===== src/kapc_pkg.sv =====
// ----------------------------------------------------------------------------
// kapc_pkg
// Shared types, codes and constant-divide helpers for the keyed alpha
// pixel compositor.
// ----------------------------------------------------------------------------
package kapc_pkg;

	// configuration register indexes
	typedef enum logic [2:0] {
		REG_TONE          = 3'd0,
		REG_ALPHA_GAIN    = 3'd1,
		REG_BLEND_TYPE    = 3'd2,
		REG_ALPHA_OPTIONS = 3'd3,
		REG_KEY_MODE      = 3'd4,
		REG_KEY_COLOR     = 3'd5,
		REG_KEY_INDEX     = 3'd6
	} reg_idx_t;

	typedef enum logic [1:0] {
		BLEND_COPY = 2'd0,
		BLEND_MIX  = 2'd1,
		BLEND_ADD  = 2'd2,
		BLEND_SUB  = 2'd3
	} blend_t;

	localparam logic [1:0] KEY_NONE  = 2'd0;
	localparam logic [1:0] KEY_RGB   = 2'd1;
	localparam logic [1:0] KEY_INDEX = 2'd2;

	// alpha option bits
	localparam int OPT_DOUBLE    = 0;
	localparam int OPT_INVERT    = 1;
	localparam int OPT_NONZERO   = 2;
	localparam int OPT_SRC_ALPHA = 3;

	localparam logic [9:0]  TONE_RESET      = 10'd1000;
	localparam logic [7:0]  ALPHA_GAIN_RESET = 8'd255;
	localparam logic [7:0]  ALPHA_OPAQUE    = 8'hFF;
	localparam logic [7:0]  BYTE_MAX        = 8'd255;

	// reciprocal multipliers, exact for any 18-bit dividend
	localparam logic [18:0] DIV1000_MUL = 19'd268436; // ceil(2^28 / 1000)
	localparam logic [18:0] DIV255_MUL  = 19'd263173; // ceil(2^26 / 255)

	// floor(p / 1000), p below 2^18
	function automatic logic [8:0] div1000(input logic [17:0] p);
		logic [36:0] prod;
		prod = 37'(p) * 37'(DIV1000_MUL);
		return prod[36:28];
	endfunction

	// floor(p / 255), p below 1024 * 255 so the quotient fits ten bits
	function automatic logic [9:0] div255(input logic [17:0] p);
		logic [36:0] prod;
		prod = 37'(p) * 37'(DIV255_MUL);
		return prod[35:26];
	endfunction

	// saturate a nonnegative value to one byte
	function automatic logic [7:0] clamp_byte(input logic [10:0] v);
		return (v > 11'(BYTE_MAX)) ? BYTE_MAX : v[7:0];
	endfunction

endpackage


===== src/keyed_alpha_pixel_compositor_top.sv =====
// ----------------------------------------------------------------------------
// keyed_alpha_pixel_compositor_top
// Per-pixel color key, tone scale, alpha normalize/scale and blend onto a
// background pixel, as a six-stage streaming pipeline.
// ----------------------------------------------------------------------------
//
// channel   dir  width  contents (lowest bit first)
// s_*       in   72+1   tdata: src_color, src_index, bg_color; tuser: is_indexed
// m_*       out  32+1   tdata: pixel_out; tuser: was_keyed
// cfg_*     in   3+24   register index, write data (no read-back)
//
// one pixel transaction is taken per clock unless the pipeline stalls;
// from input to output register it passes six register stages (tone
// product, reciprocal divides, blend products, numerator select, divide
// by 255, final combine/saturate)
// stall: each stage loads when it is empty or the stage after it moves, so
// bubbles close up and a stalled output holds without loss or repeats
// reset: arst_n clears all valid bits and loads the register reset values;
// there is no clearing pass, the block is ready right after reset
//
module keyed_alpha_pixel_compositor_top
	import kapc_pkg::*;
(
	input  logic        clk,
	input  logic        arst_n,
	// input stream
	input  logic        s_tvalid,
	output logic        s_tready,
	input  logic [71:0] s_tdata,   // src_color[31:0], src_index[39:32], bg_color[71:40]
	input  logic        s_tuser,   // is_indexed
	// output stream
	output logic        m_tvalid,
	input  logic        m_tready,
	output logic [31:0] m_tdata,   // pixel_out[31:0]
	output logic        m_tuser,   // was_keyed
	// configuration write port
	input  logic        cfg_wr_en,
	input  logic [2:0]  cfg_index,
	input  logic [23:0] cfg_data
);

	// ------------------------------------------------------------------
	// configuration registers
	// ------------------------------------------------------------------
	logic [9:0]  tone_q;
	logic [7:0]  alpha_gain_q;
	blend_t      blend_type_q;
	logic [3:0]  alpha_options_q;
	logic [1:0]  key_mode_q;
	logic [23:0] key_color_q;
	logic [7:0]  key_index_q;

	always_ff @(posedge clk or negedge arst_n) begin
		if (!arst_n) begin
			tone_q          <= TONE_RESET;
			alpha_gain_q    <= ALPHA_GAIN_RESET;
			blend_type_q    <= BLEND_MIX;
			alpha_options_q <= '0;
			key_mode_q      <= KEY_NONE;
			key_color_q     <= '0;
			key_index_q     <= '0;
		end else if (cfg_wr_en) begin
			case (reg_idx_t'(cfg_index))
				REG_TONE:          tone_q          <= cfg_data[9:0];
				REG_ALPHA_GAIN:    alpha_gain_q    <= cfg_data[7:0];
				REG_BLEND_TYPE:    blend_type_q    <= blend_t'(cfg_data[1:0]);
				REG_ALPHA_OPTIONS: alpha_options_q <= cfg_data[3:0];
				REG_KEY_MODE:      key_mode_q      <= cfg_data[1:0];
				REG_KEY_COLOR:     key_color_q     <= cfg_data[23:0];
				REG_KEY_INDEX:     key_index_q     <= cfg_data[7:0];
				default: ;
			endcase
		end
	end

	// ------------------------------------------------------------------
	// stage enables: a stage loads when empty or when its successor loads
	// ------------------------------------------------------------------
	logic v_s1, v_s2, v_s3, v_s4, v_s5, v_s6;
	logic adv1, adv2, adv3, adv4, adv5, adv6;

	assign adv6 = !v_s6 || m_tready;
	assign adv5 = !v_s5 || adv6;
	assign adv4 = !v_s4 || adv5;
	assign adv3 = !v_s3 || adv4;
	assign adv2 = !v_s2 || adv3;
	assign adv1 = !v_s1 || adv2;
	assign s_tready = adv1;

	always_ff @(posedge clk or negedge arst_n) begin
		if (!arst_n) begin
			v_s1 <= 1'b0;
			v_s2 <= 1'b0;
			v_s3 <= 1'b0;
			v_s4 <= 1'b0;
			v_s5 <= 1'b0;
			v_s6 <= 1'b0;
		end else begin
			if (adv1) v_s1 <= s_tvalid;
			if (adv2) v_s2 <= v_s1;
			if (adv3) v_s3 <= v_s2;
			if (adv4) v_s4 <= v_s3;
			if (adv5) v_s5 <= v_s4;
			if (adv6) v_s6 <= v_s5;
		end
	end

	// ------------------------------------------------------------------
	// input unpack, alpha normalize, key match
	// ------------------------------------------------------------------
	logic [31:0] in_src;
	logic [7:0]  in_idx;
	logic [31:0] in_bg;
	logic [7:0]  a_norm;
	logic        rgb_match;
	logic        in_keyed;
	logic        in_skip;
	logic [15:0] a_x255;
	logic [8:0]  a_pre;

	assign in_src = s_tdata[31:0];
	assign in_idx = s_tdata[39:32];
	assign in_bg  = s_tdata[71:40];

	always_comb begin
		// no source alpha means opaque; optional inversion otherwise
		if (alpha_options_q[OPT_SRC_ALPHA])
			a_norm = alpha_options_q[OPT_INVERT] ? ~in_src[31:24] : in_src[31:24];
		else
			a_norm = ALPHA_OPAQUE;

		rgb_match = (in_src[23:0] == key_color_q);
		if (s_tuser) begin
			// indexed source: mode picks the key kind, other codes do not key
			if (key_mode_q == KEY_RGB)
				in_keyed = rgb_match;
			else if (key_mode_q == KEY_INDEX)
				in_keyed = (in_idx == key_index_q);
			else
				in_keyed = 1'b0;
		end else begin
			// direct color: any key mode keys by rgb
			in_keyed = (key_mode_q != KEY_NONE) && rgb_match;
		end

		in_skip = alpha_options_q[OPT_NONZERO] && (a_norm == '0);

		// doubled alpha is a*255/128
		a_x255 = {a_norm, 8'd0} - 16'(a_norm);
		a_pre  = alpha_options_q[OPT_DOUBLE] ? a_x255[15:7] : {1'b0, a_norm};
	end

	// ------------------------------------------------------------------
	// stage 1: tone products and alpha gain product
	// ------------------------------------------------------------------
	logic [2:0][17:0] tp_s1;   // lanes: 0 blue, 1 green, 2 red
	logic [16:0]      ap_s1;
	logic [31:0]      bg_s1;
	logic             keyed_s1, skip_s1;

	always_ff @(posedge clk) begin
		if (adv1) begin
			for (int i = 0; i < 3; i++)
				tp_s1[i] <= 18'(in_src[8*i +: 8]) * 18'(tone_q);
			ap_s1    <= 17'(a_pre) * 17'(alpha_gain_q);
			bg_s1    <= in_bg;
			keyed_s1 <= in_keyed;
			skip_s1  <= in_skip;
		end
	end

	// ------------------------------------------------------------------
	// stage 2: divide by 1000 and by 255 through reciprocal products
	// ------------------------------------------------------------------
	logic [2:0][8:0] sc_s2;    // toned component, up to 260
	logic [8:0]      a_s2;     // scaled alpha, up to 508
	logic [31:0]     bg_s2;
	logic            keyed_s2, skip_s2;
	logic [9:0]      a_div;

	assign a_div = div255({1'b0, ap_s1});

	always_ff @(posedge clk) begin
		if (adv2) begin
			for (int i = 0; i < 3; i++)
				sc_s2[i] <= div1000(tp_s1[i]);
			a_s2     <= a_div[8:0];
			bg_s2    <= bg_s1;
			keyed_s2 <= keyed_s1;
			skip_s2  <= skip_s1;
		end
	end

	// ------------------------------------------------------------------
	// stage 3: blend products s*a and d*(255-a), the latter signed
	// ------------------------------------------------------------------
	logic [2:0][17:0]        sa_s3;
	logic signed [2:0][18:0] dn_s3;
	logic [2:0][8:0]         sc_s3;
	logic [31:0]             bg_s3;
	logic                    keyed_s3, skip_s3;
	logic signed [10:0]      inv_a;
	logic signed [2:0][19:0] dn_full;

	always_comb begin
		inv_a = 11'sd255 - $signed({2'b00, a_s2});
		for (int i = 0; i < 3; i++)
			dn_full[i] = 20'($signed({1'b0, bg_s2[8*i +: 8]})) * 20'(inv_a);
	end

	always_ff @(posedge clk) begin
		if (adv3) begin
			for (int i = 0; i < 3; i++) begin
				sa_s3[i] <= 18'(sc_s2[i]) * 18'(a_s2);
				dn_s3[i] <= dn_full[i][18:0];
			end
			sc_s3    <= sc_s2;
			bg_s3    <= bg_s2;
			keyed_s3 <= keyed_s2;
			skip_s3  <= skip_s2;
		end
	end

	// ------------------------------------------------------------------
	// stage 4: dividend select; a negative mix sum truncates to zero
	// ------------------------------------------------------------------
	logic [2:0][17:0]        num_s4;
	logic [2:0][8:0]         sc_s4;
	logic [31:0]             bg_s4;
	logic                    keyed_s4, skip_s4;
	logic signed [2:0][19:0] mix_sum;
	logic [2:0][17:0]        num_nxt;

	always_comb begin
		for (int i = 0; i < 3; i++) begin
			// lane selects of a packed array are unsigned, so re-sign before extending
			mix_sum[i] = $signed({2'b00, sa_s3[i]}) + 20'($signed(dn_s3[i]));
			if (blend_type_q == BLEND_MIX)
				num_nxt[i] = mix_sum[i][19] ? 18'd0 : mix_sum[i][17:0];
			else
				num_nxt[i] = sa_s3[i];
		end
	end

	always_ff @(posedge clk) begin
		if (adv4) begin
			num_s4   <= num_nxt;
			sc_s4    <= sc_s3;
			bg_s4    <= bg_s3;
			keyed_s4 <= keyed_s3;
			skip_s4  <= skip_s3;
		end
	end

	// ------------------------------------------------------------------
	// stage 5: divide by 255
	// ------------------------------------------------------------------
	logic [2:0][9:0] q_s5;
	logic [2:0][8:0] sc_s5;
	logic [31:0]     bg_s5;
	logic            keyed_s5, skip_s5;

	always_ff @(posedge clk) begin
		if (adv5) begin
			for (int i = 0; i < 3; i++)
				q_s5[i] <= div255(num_s4[i]);
			sc_s5    <= sc_s4;
			bg_s5    <= bg_s4;
			keyed_s5 <= keyed_s4;
			skip_s5  <= skip_s4;
		end
	end

	// ------------------------------------------------------------------
	// stage 6: final combine and saturate into the output register
	// ------------------------------------------------------------------
	logic [31:0]     pix_s6;
	logic            keyed_s6;
	logic [2:0][7:0] lane_res;
	logic [7:0]      d_b;
	logic [10:0]     add_sum;

	always_comb begin
		d_b     = '0;
		add_sum = '0;
		for (int i = 0; i < 3; i++) begin
			d_b     = bg_s5[8*i +: 8];
			add_sum = 11'(q_s5[i]) + 11'(d_b);
			if (skip_s5) begin
				lane_res[i] = clamp_byte(11'(sc_s5[i]));
			end else begin
				case (blend_type_q)
					BLEND_COPY: lane_res[i] = clamp_byte(11'(sc_s5[i]));
					BLEND_MIX:  lane_res[i] = clamp_byte(11'(q_s5[i]));
					BLEND_ADD:  lane_res[i] = clamp_byte(add_sum);
					BLEND_SUB:  lane_res[i] = (10'(d_b) >= q_s5[i]) ?
						8'(10'(d_b) - q_s5[i]) : 8'd0;
					default:    lane_res[i] = clamp_byte(11'(sc_s5[i]));
				endcase
			end
		end
	end

	always_ff @(posedge clk) begin
		if (adv6) begin
			// keyed pixel passes the background untouched, alpha included
			pix_s6   <= keyed_s5 ? bg_s5 : {8'd0, lane_res[2], lane_res[1], lane_res[0]};
			keyed_s6 <= keyed_s5;
		end
	end

	assign m_tvalid = v_s6;
	assign m_tdata  = pix_s6;
	assign m_tuser  = keyed_s6;

	// ------------------------------------------------------------------
	// assertions
	// ------------------------------------------------------------------
	// input side only backs up when the first stage holds an item
	a_ready_backpressure: assert property (@(posedge clk) disable iff (!arst_n)
		!s_tready |-> v_s1)
		else $error("input stalled with empty first stage");

	// a blended result always carries zero alpha
	a_blend_alpha_zero: assert property (@(posedge clk) disable iff (!arst_n)
		(m_tvalid && !m_tuser) |-> (m_tdata[31:24] == 8'd0))
		else $error("blended pixel with nonzero alpha");

	// an item in stage five moves into an empty output register
	a_no_drop: assert property (@(posedge clk) disable iff (!arst_n)
		(v_s5 && !v_s6) |=> v_s6)
		else $error("item lost before output register");

	// quotient of the final divide never exceeds 771
	a_quot_range: assert property (@(posedge clk) disable iff (!arst_n)
		v_s5 |-> (q_s5[0] <= 10'd771 && q_s5[1] <= 10'd771 && q_s5[2] <= 10'd771))
		else $error("divide by 255 out of range");

endmodule


===== config.mk =====
export PLATFORM = sky130hd
export DESIGN_NAME = keyed_alpha_pixel_compositor_top
export DESIGN_NICKNAME = d
export VERILOG_FILES = /design/src/kapc_pkg.sv /design/src/keyed_alpha_pixel_compositor_top.sv
export SDC_FILE = /design/constraint.sdc
export NUM_CORES = 2
export LEC_CHECK = 0
export BUFFER_PORTS_ARGS = -buffer_cell sky130_fd_sc_hd__buf_2
export CAP_MARGIN = 20
export CELL_PAD_IN_SITES_DETAIL_PLACEMENT = 0
export CELL_PAD_IN_SITES_GLOBAL_PLACEMENT = 2
export CORE_UTILIZATION = 45
export DETAILED_ROUTE_END_ITERATION = 7
export PLACE_DENSITY = 0.84
export SLEW_MARGIN = 30
export SYNTH_ARGS = -nofsm -noshare
export SYNTH_HDL_FRONTEND = slang
export SYNTH_SLANG_ARGS = --single-unit

===== constraint.sdc =====
create_clock -name clk -period 24.3 [get_ports clk]
set_clock_uncertainty 0.1 [all_clocks]
set_input_delay 1.215 -clock clk [delete_from_list [all_inputs] [get_ports clk]]
set_output_delay 1.215 -clock clk [all_outputs]
set_load 0.02 [all_outputs]

; After elaboration in Yosys (flattened, before gate mapping)
; Cells that the tools add are included.
[op_classes]
addsub = 11
mul = 17
n_div = 0
order_cmp = 12
n_eq_ne = 13
shifts = 0
n_mux = 31
bitwise_logic = 1
reduce_logical = 25
[op_table]
columns = op, count
row1 = $mux 8, 17
row2 = $mul 18x19->36 const B, 3
row3 = $mux 18, 6
row4 = $mul 18x17->35 const B, 3
row5 = $pmux 8 s4, 3
row6 = $add 19x19->20, 3
row7 = $mul 9x10->19, 3
row8 = $mul 8x10->18, 3
row9 = $mul 9x9->18, 3
row10 = $mul 17x19->35 const B, 1
row11 = $add 10x8->11, 3
row12 = $gt 11x8->1 const B, 3
row13 = $ge 8x10->1, 3
row14 = $gt 10x8->1 const B, 3
row15 = $gt 9x8->1 const B, 3
row16 = $eq 24x24->1, 1
row17 = $mux 24, 1
row18 = $sub 8x8->8, 3
row19 = $mul 9x8->17, 1
row20 = $sub 16x8->16, 1
row21 = $reduce_and 2->1, 7
row22 = $sub 8x9->10 const A, 1
row23 = $eq 3x3->1 const B, 3
row24 = $mux 9, 1
row25 = other kinds (14), 31
[totals]
regBits = 650
latchBits = 0
ram_bits = 0
rom_bits = 0
in_bits = 105
n_memories = 0

; Logic depth before layout (Yosys ltp)
[logic_depth]
ltp_word = 7
mapped_depth = 25

; Least setup slack after synthesis
; Ideal clock, no wire load.
[synth_path]
path_kind = input to register
from = input m_tready
to = register ap_s1[0], enable pin
t_arrival_ps = 7639
slack_ps = 15272
stages = 4
path_buffers = 0
cell_sequence = nor2b_1 > nand3_1 > nor2_1 > nand3_1
[synth_between]
elab_chain_cells = 6
[synth_lines]
columns = element, line_no
row1 = "start, declared", keyed_alpha_pixel_compositor_top.sv:33  ; input logic m_tready,
row2 = $logic_or 1x1->1, keyed_alpha_pixel_compositor_top.sv:82  ; assign adv6 = !v_s6 || m_tready;
row3 = $logic_or 1x1->1, keyed_alpha_pixel_compositor_top.sv:83  ; assign adv5 = !v_s5 || adv6;
row4 = $logic_or 1x1->1, keyed_alpha_pixel_compositor_top.sv:84  ; assign adv4 = !v_s4 || adv5;
row5 = via adv4, keyed_alpha_pixel_compositor_top.sv:80  ; logic adv1, adv2, adv3, adv4, adv5, adv6;
row6 = $logic_or 1x1->1, keyed_alpha_pixel_compositor_top.sv:85  ; assign adv3 = !v_s3 || adv4;
row7 = $logic_or 1x1->1, keyed_alpha_pixel_compositor_top.sv:86  ; assign adv2 = !v_s2 || adv3;
row8 = $logic_or 1x1->1, keyed_alpha_pixel_compositor_top.sv:87  ; assign adv1 = !v_s1 || adv2;
row9 = via s_tready, keyed_alpha_pixel_compositor_top.sv:28  ; output logic s_tready,
row10 = "end signal, assigned", keyed_alpha_pixel_compositor_top.sv:165  ; ap_s1 <= 17'(a_pre) * 17'(alpha_gain_q);
row11 = "end, declared", keyed_alpha_pixel_compositor_top.sv:157  ; logic [16:0] ap_s1;
; The timed path passes the listed nets, and every way through them passes these cells.
; A chain may end at the register's enable or synchronous reset.

; Worst setup path in the final report
[layout_path]
from = input s_tdata[24]
to = register ap_s1[16] (data pin)
[layout_between]
elab_chain_cells = 6
[layout_lines]
columns = element, line_no
row1 = "start, declared", keyed_alpha_pixel_compositor_top.sv:29  ; input logic [71:0] s_tdata,
row2 = $not 8->8, keyed_alpha_pixel_compositor_top.sv:128  ; a_norm = alpha_options_q[OPT_INVERT] ? ~in_src[31:24] : in_src[31:24];
row3 = $mux 8 (*), keyed_alpha_pixel_compositor_top.sv:128
row4 = $mux 8 (*), keyed_alpha_pixel_compositor_top.sv:127  ; if (alpha_options_q[OPT_SRC_ALPHA])
row5 = $sub 16x8->16, keyed_alpha_pixel_compositor_top.sv:149  ; a_x255 = {a_norm, 8'd0} - 16'(a_norm);
row6 = $mux 9 (*), keyed_alpha_pixel_compositor_top.sv:150  ; a_pre = alpha_options_q[OPT_DOUBLE] ? a_x255[15:7] : {1'b0, a_norm};
row7 = $mul 9x8->17 (*), keyed_alpha_pixel_compositor_top.sv:165
; Mark *: on every way between the ends. The rest lies on a longest branch, timed or not.

==> impl_metrics.tcl <==
set metrics [dict create \
    arrival_ns 7.09 \
    core_area_um2 155000 \
    vias 45230 \
    place.gp.congestion 0.854 \
    cp_max_fo 8 \
    worst_pin_slew_ns 0.897 \
    reg2reg_slack_ns 17.57 \
    num_io_pins 140 \
    syn2layout_area_growth_pct 8.12 \
    cts_made_buffers 80 \
    die_w_um 398 \
    synth_edf_count 586 \
    drive_above_1_share 0.0594 \
    end_kind "flop" \
    cts-resized-gates 0 \
    synthTopCellsByArea "edfxtp_1, ha_1, fa_1" \
    syn_avg_cell_area_um2 10.6 \
    ys_ff_latch 650 \
    syn_nets 8737 \
    rsz0062_at_grt "no" \
    core.rowCount 144 \
    synth.yosys.seq_area_share 0.273 \
    crit_type "in2reg" \
    synth.most_common_cell "ha_1" \
    seq_area_um2 19200 \
    ys_async_sr_fraction 0.0985 \
    routed_wl_um 151000 \
    postCtsSetupBuffers 0 \
    grt_util_all_layers 0.197 \
    maxCapViolCount 0 \
    cts_root_buf "clkbuf_16" \
    clock_sinks 650 \
    htree_num_levels 3 \
    setup_viol 0 \
    layout_min_cycle_time_ns 6.76 \
    initial_core_util 0.456 \
    min_period_over_period 0.278 \
    grt_pass1_wl_um 249000 \
    slew_headroom 0.397 \
    status "complete, no violations" \
    crit_path_end "ap_s1[16]$_DFFE_PP_" \
    grt_max_degree 75 \
    io_buffers 139 \
    wire_per_inst_um 17.1 \
    nets 8829 \
    multi_input_area_um2 46200 \
    timing_hold_violations_final 0 \
    clkTransAtPathRegs_ns 0.06 \
    dr.pass1.iters 6 \
    clock_latency_ns 0.71 \
    first_global_vias 47928 \
    synth_top_area_frac 0.250 \
    yosys_most_used_dff "edfxtp_1" \
    route.detailed.drc 0 \
    place_hpwl_um 119000 \
    report.final.slew_viol_count 0 \
    drt-initial-drc-count 1944 \
    max_freq_ghz 0.148 \
    yosysTopAreaCell "edfxtp_1" \
    min_path_type "in2async" \
    ff2ff_path_depth 22 \
    cts.path.max_buffers 3 \
    synth_cell_type_count 78 \
    ant_nets 0 \
    r2r_end "ap_s1[16]$_DFFE_PP_" \
    grt-ovfl-total 0 \
    cts_tree "yes" \
    synth_common_cells "ha_1, inv_1, fa_1" \
    antenna_found_initial 6 \
    die_h_um 398 \
    dieArea_um2 158000 \
    critical_path_required_ns 24.63 \
    num-fill-cells 14204 \
    netlist_instances 6623 \
    setup.worst_path.start "s_tdata[24]" \
    yosysWarnings 0 \
    critPathLaunchType "input pin" \
    via_per_inst 5.12 \
    netlist_area_um2 70500 \
    fin_setup_tns_ns 0 \
    cts_hold_buf 0 \
    r2r-start "alpha_options_q[1]$_DFFE_PN0P_" \
]
[placed cells by master, fill, tap and decap left out, types with 49 or more instances in the layout]
master / netlist / final
a21o_1: 71 / 71
nor2_1: 170 / 170
xnor2_1: 180 / 180
inv_1: 1214 / 1213
clkbuf_16: 0 / 83
nor2b_1: 169 / 168
nand2b_1: 104 / 103
dfrtp_1: 49 / 49
o31ai_1: 51 / 51
o21ai_0: 176 / 176
nand3_1: 69 / 67
and2_1: 292 / 292
nor3_1: 55 / 54
a21oi_1: 192 / 192
nand2_1: 487 / 485
buf_2: 3 / 138
xor2_1: 114 / 114
fa_1: 718 / 718
ha_1: 1291 / 1291
edfxtp_1: 586 / 586
mux2_2: 50 / 50
[cell families (layout without fill, tap and decap cells)]
logic type      Yosys count  after routing  share of synthesized area
compound gates          759            759                     0.0694
mux                      53             53                    0.00841
xor+xnor                294            294                     0.0365
simple gates           1484           1484                      0.107
flops                   650            650                      0.273
buf+inv                1374           1531                     0.0733
other cells               0              3                          0
fa+ha+maj              2009           2009                      0.433
[sequential cells by signal (all words and copies together), names as in the netlist, 17 cells and up]
| signal | cells |
|---|---|
| sc_s5 | 27 |
| sa_s3 | 54 |
| dn_s3 | 57 |
| m_tdata | 32 |
| bg_s2 | 32 |
| sc_s2 | 27 |
| bg_s4 | 32 |
| num_s4 | 54 |
| ap_s1 | 17 |
| tp_s1 | 54 |
| key_color_q | 24 |
| bg_s1 | 32 |
| q_s5 | 30 |
| sc_s4 | 27 |
| bg_s5 | 32 |
| bg_s3 | 32 |
| sc_s3 | 27 |
[metrics by stage]
step | worst slack (ns) | instance area [um2] | hold slack (ns) | util | cells
global route | 17.09 | 76200 | 0.224 | 0.492 | 8825
finish | 17.54 | 76200 | 0.274 | 0.493 | 8827
global placement | 16.82 | 73400 | 0.301 | 0.475 | 8677
floorplan | 15.27 | 70500 | 0.300 | - | 6623
CTS | 17.58 | 76200 | 0.204 | 0.492 | 8824
detailed placement | 16.86 | 73500 | 0.305 | 0.475 | 8677
[area by class of cell]
class	instances	area share
Timing Repair Buffer	170	0.0123
Multi-Input combinational cell	4599	0.606
Tap cell	2044	0.0336
Sequential cell	650	0.252
Clock inverter	50	0.00814
Clock buffer	97	0.0281
Antenna cell	3	0.0000985
Inverter	1214	0.0598
[how the worst min path moves through the flow]
stage,start,to,slack (ns),cells after the start
2_1_floorplan,bg_s1[0]$_DFFE_PP_,bg_s2[0]$_DFFE_PP_,0.30,0
3_3_place_gp,bg_s1[26]$_DFFE_PP_,bg_s2[26]$_DFFE_PP_,0.30,0
3_5_place_dp,bg_s1[20]$_DFFE_PP_,bg_s2[20]$_DFFE_PP_,0.30,0
4_1_cts,arst_n,v_s3$_DFFE_PN0P_,0.20,1
5_1_grt,arst_n,v_s3$_DFFE_PN0P_,0.22,1
6_report,arst_n,v_s3$_DFFE_PN0P_,0.27,1
[critical path, cell delays in order]
cell and delay, ns:
buf_2 0.13, or3_1 0.41, o22ai_1 0.28, a32oi_1 0.14
o21a_1 0.28, a21oi_1 0.20, xnor2_1 0.14, nand3_1 0.30
and3_1 0.31, fa_1 0.55, fa_1 0.44, fa_1 0.55
inv_1 0.06, fa_1 0.53, inv_1 0.04, ha_1 0.33
a21oi_1 0.16, o21ai_0 0.15, a41oi_1 0.30, a21oi_1 0.14
a21o_1 0.19, a21oi_1 0.16, xnor2_1 0.07
[metal layers]
| metal | track usage | up-vias | routed length [um] |
|---|---|---|---|
| met5 | 0 | - | 7 |
| met4 | 0.0512 | 2 | 3810 |
| met3 | 0.0247 | 176 | 5060 |
| met2 | 0.331 | 610 | 70500 |
| met1 | 0.269 | 22288 | 71300 |
| li1 | - | 22154 | - |
Power is not shown: default switching activity piles up to over one toggle a cycle in this logic, so the estimate is an artifact.
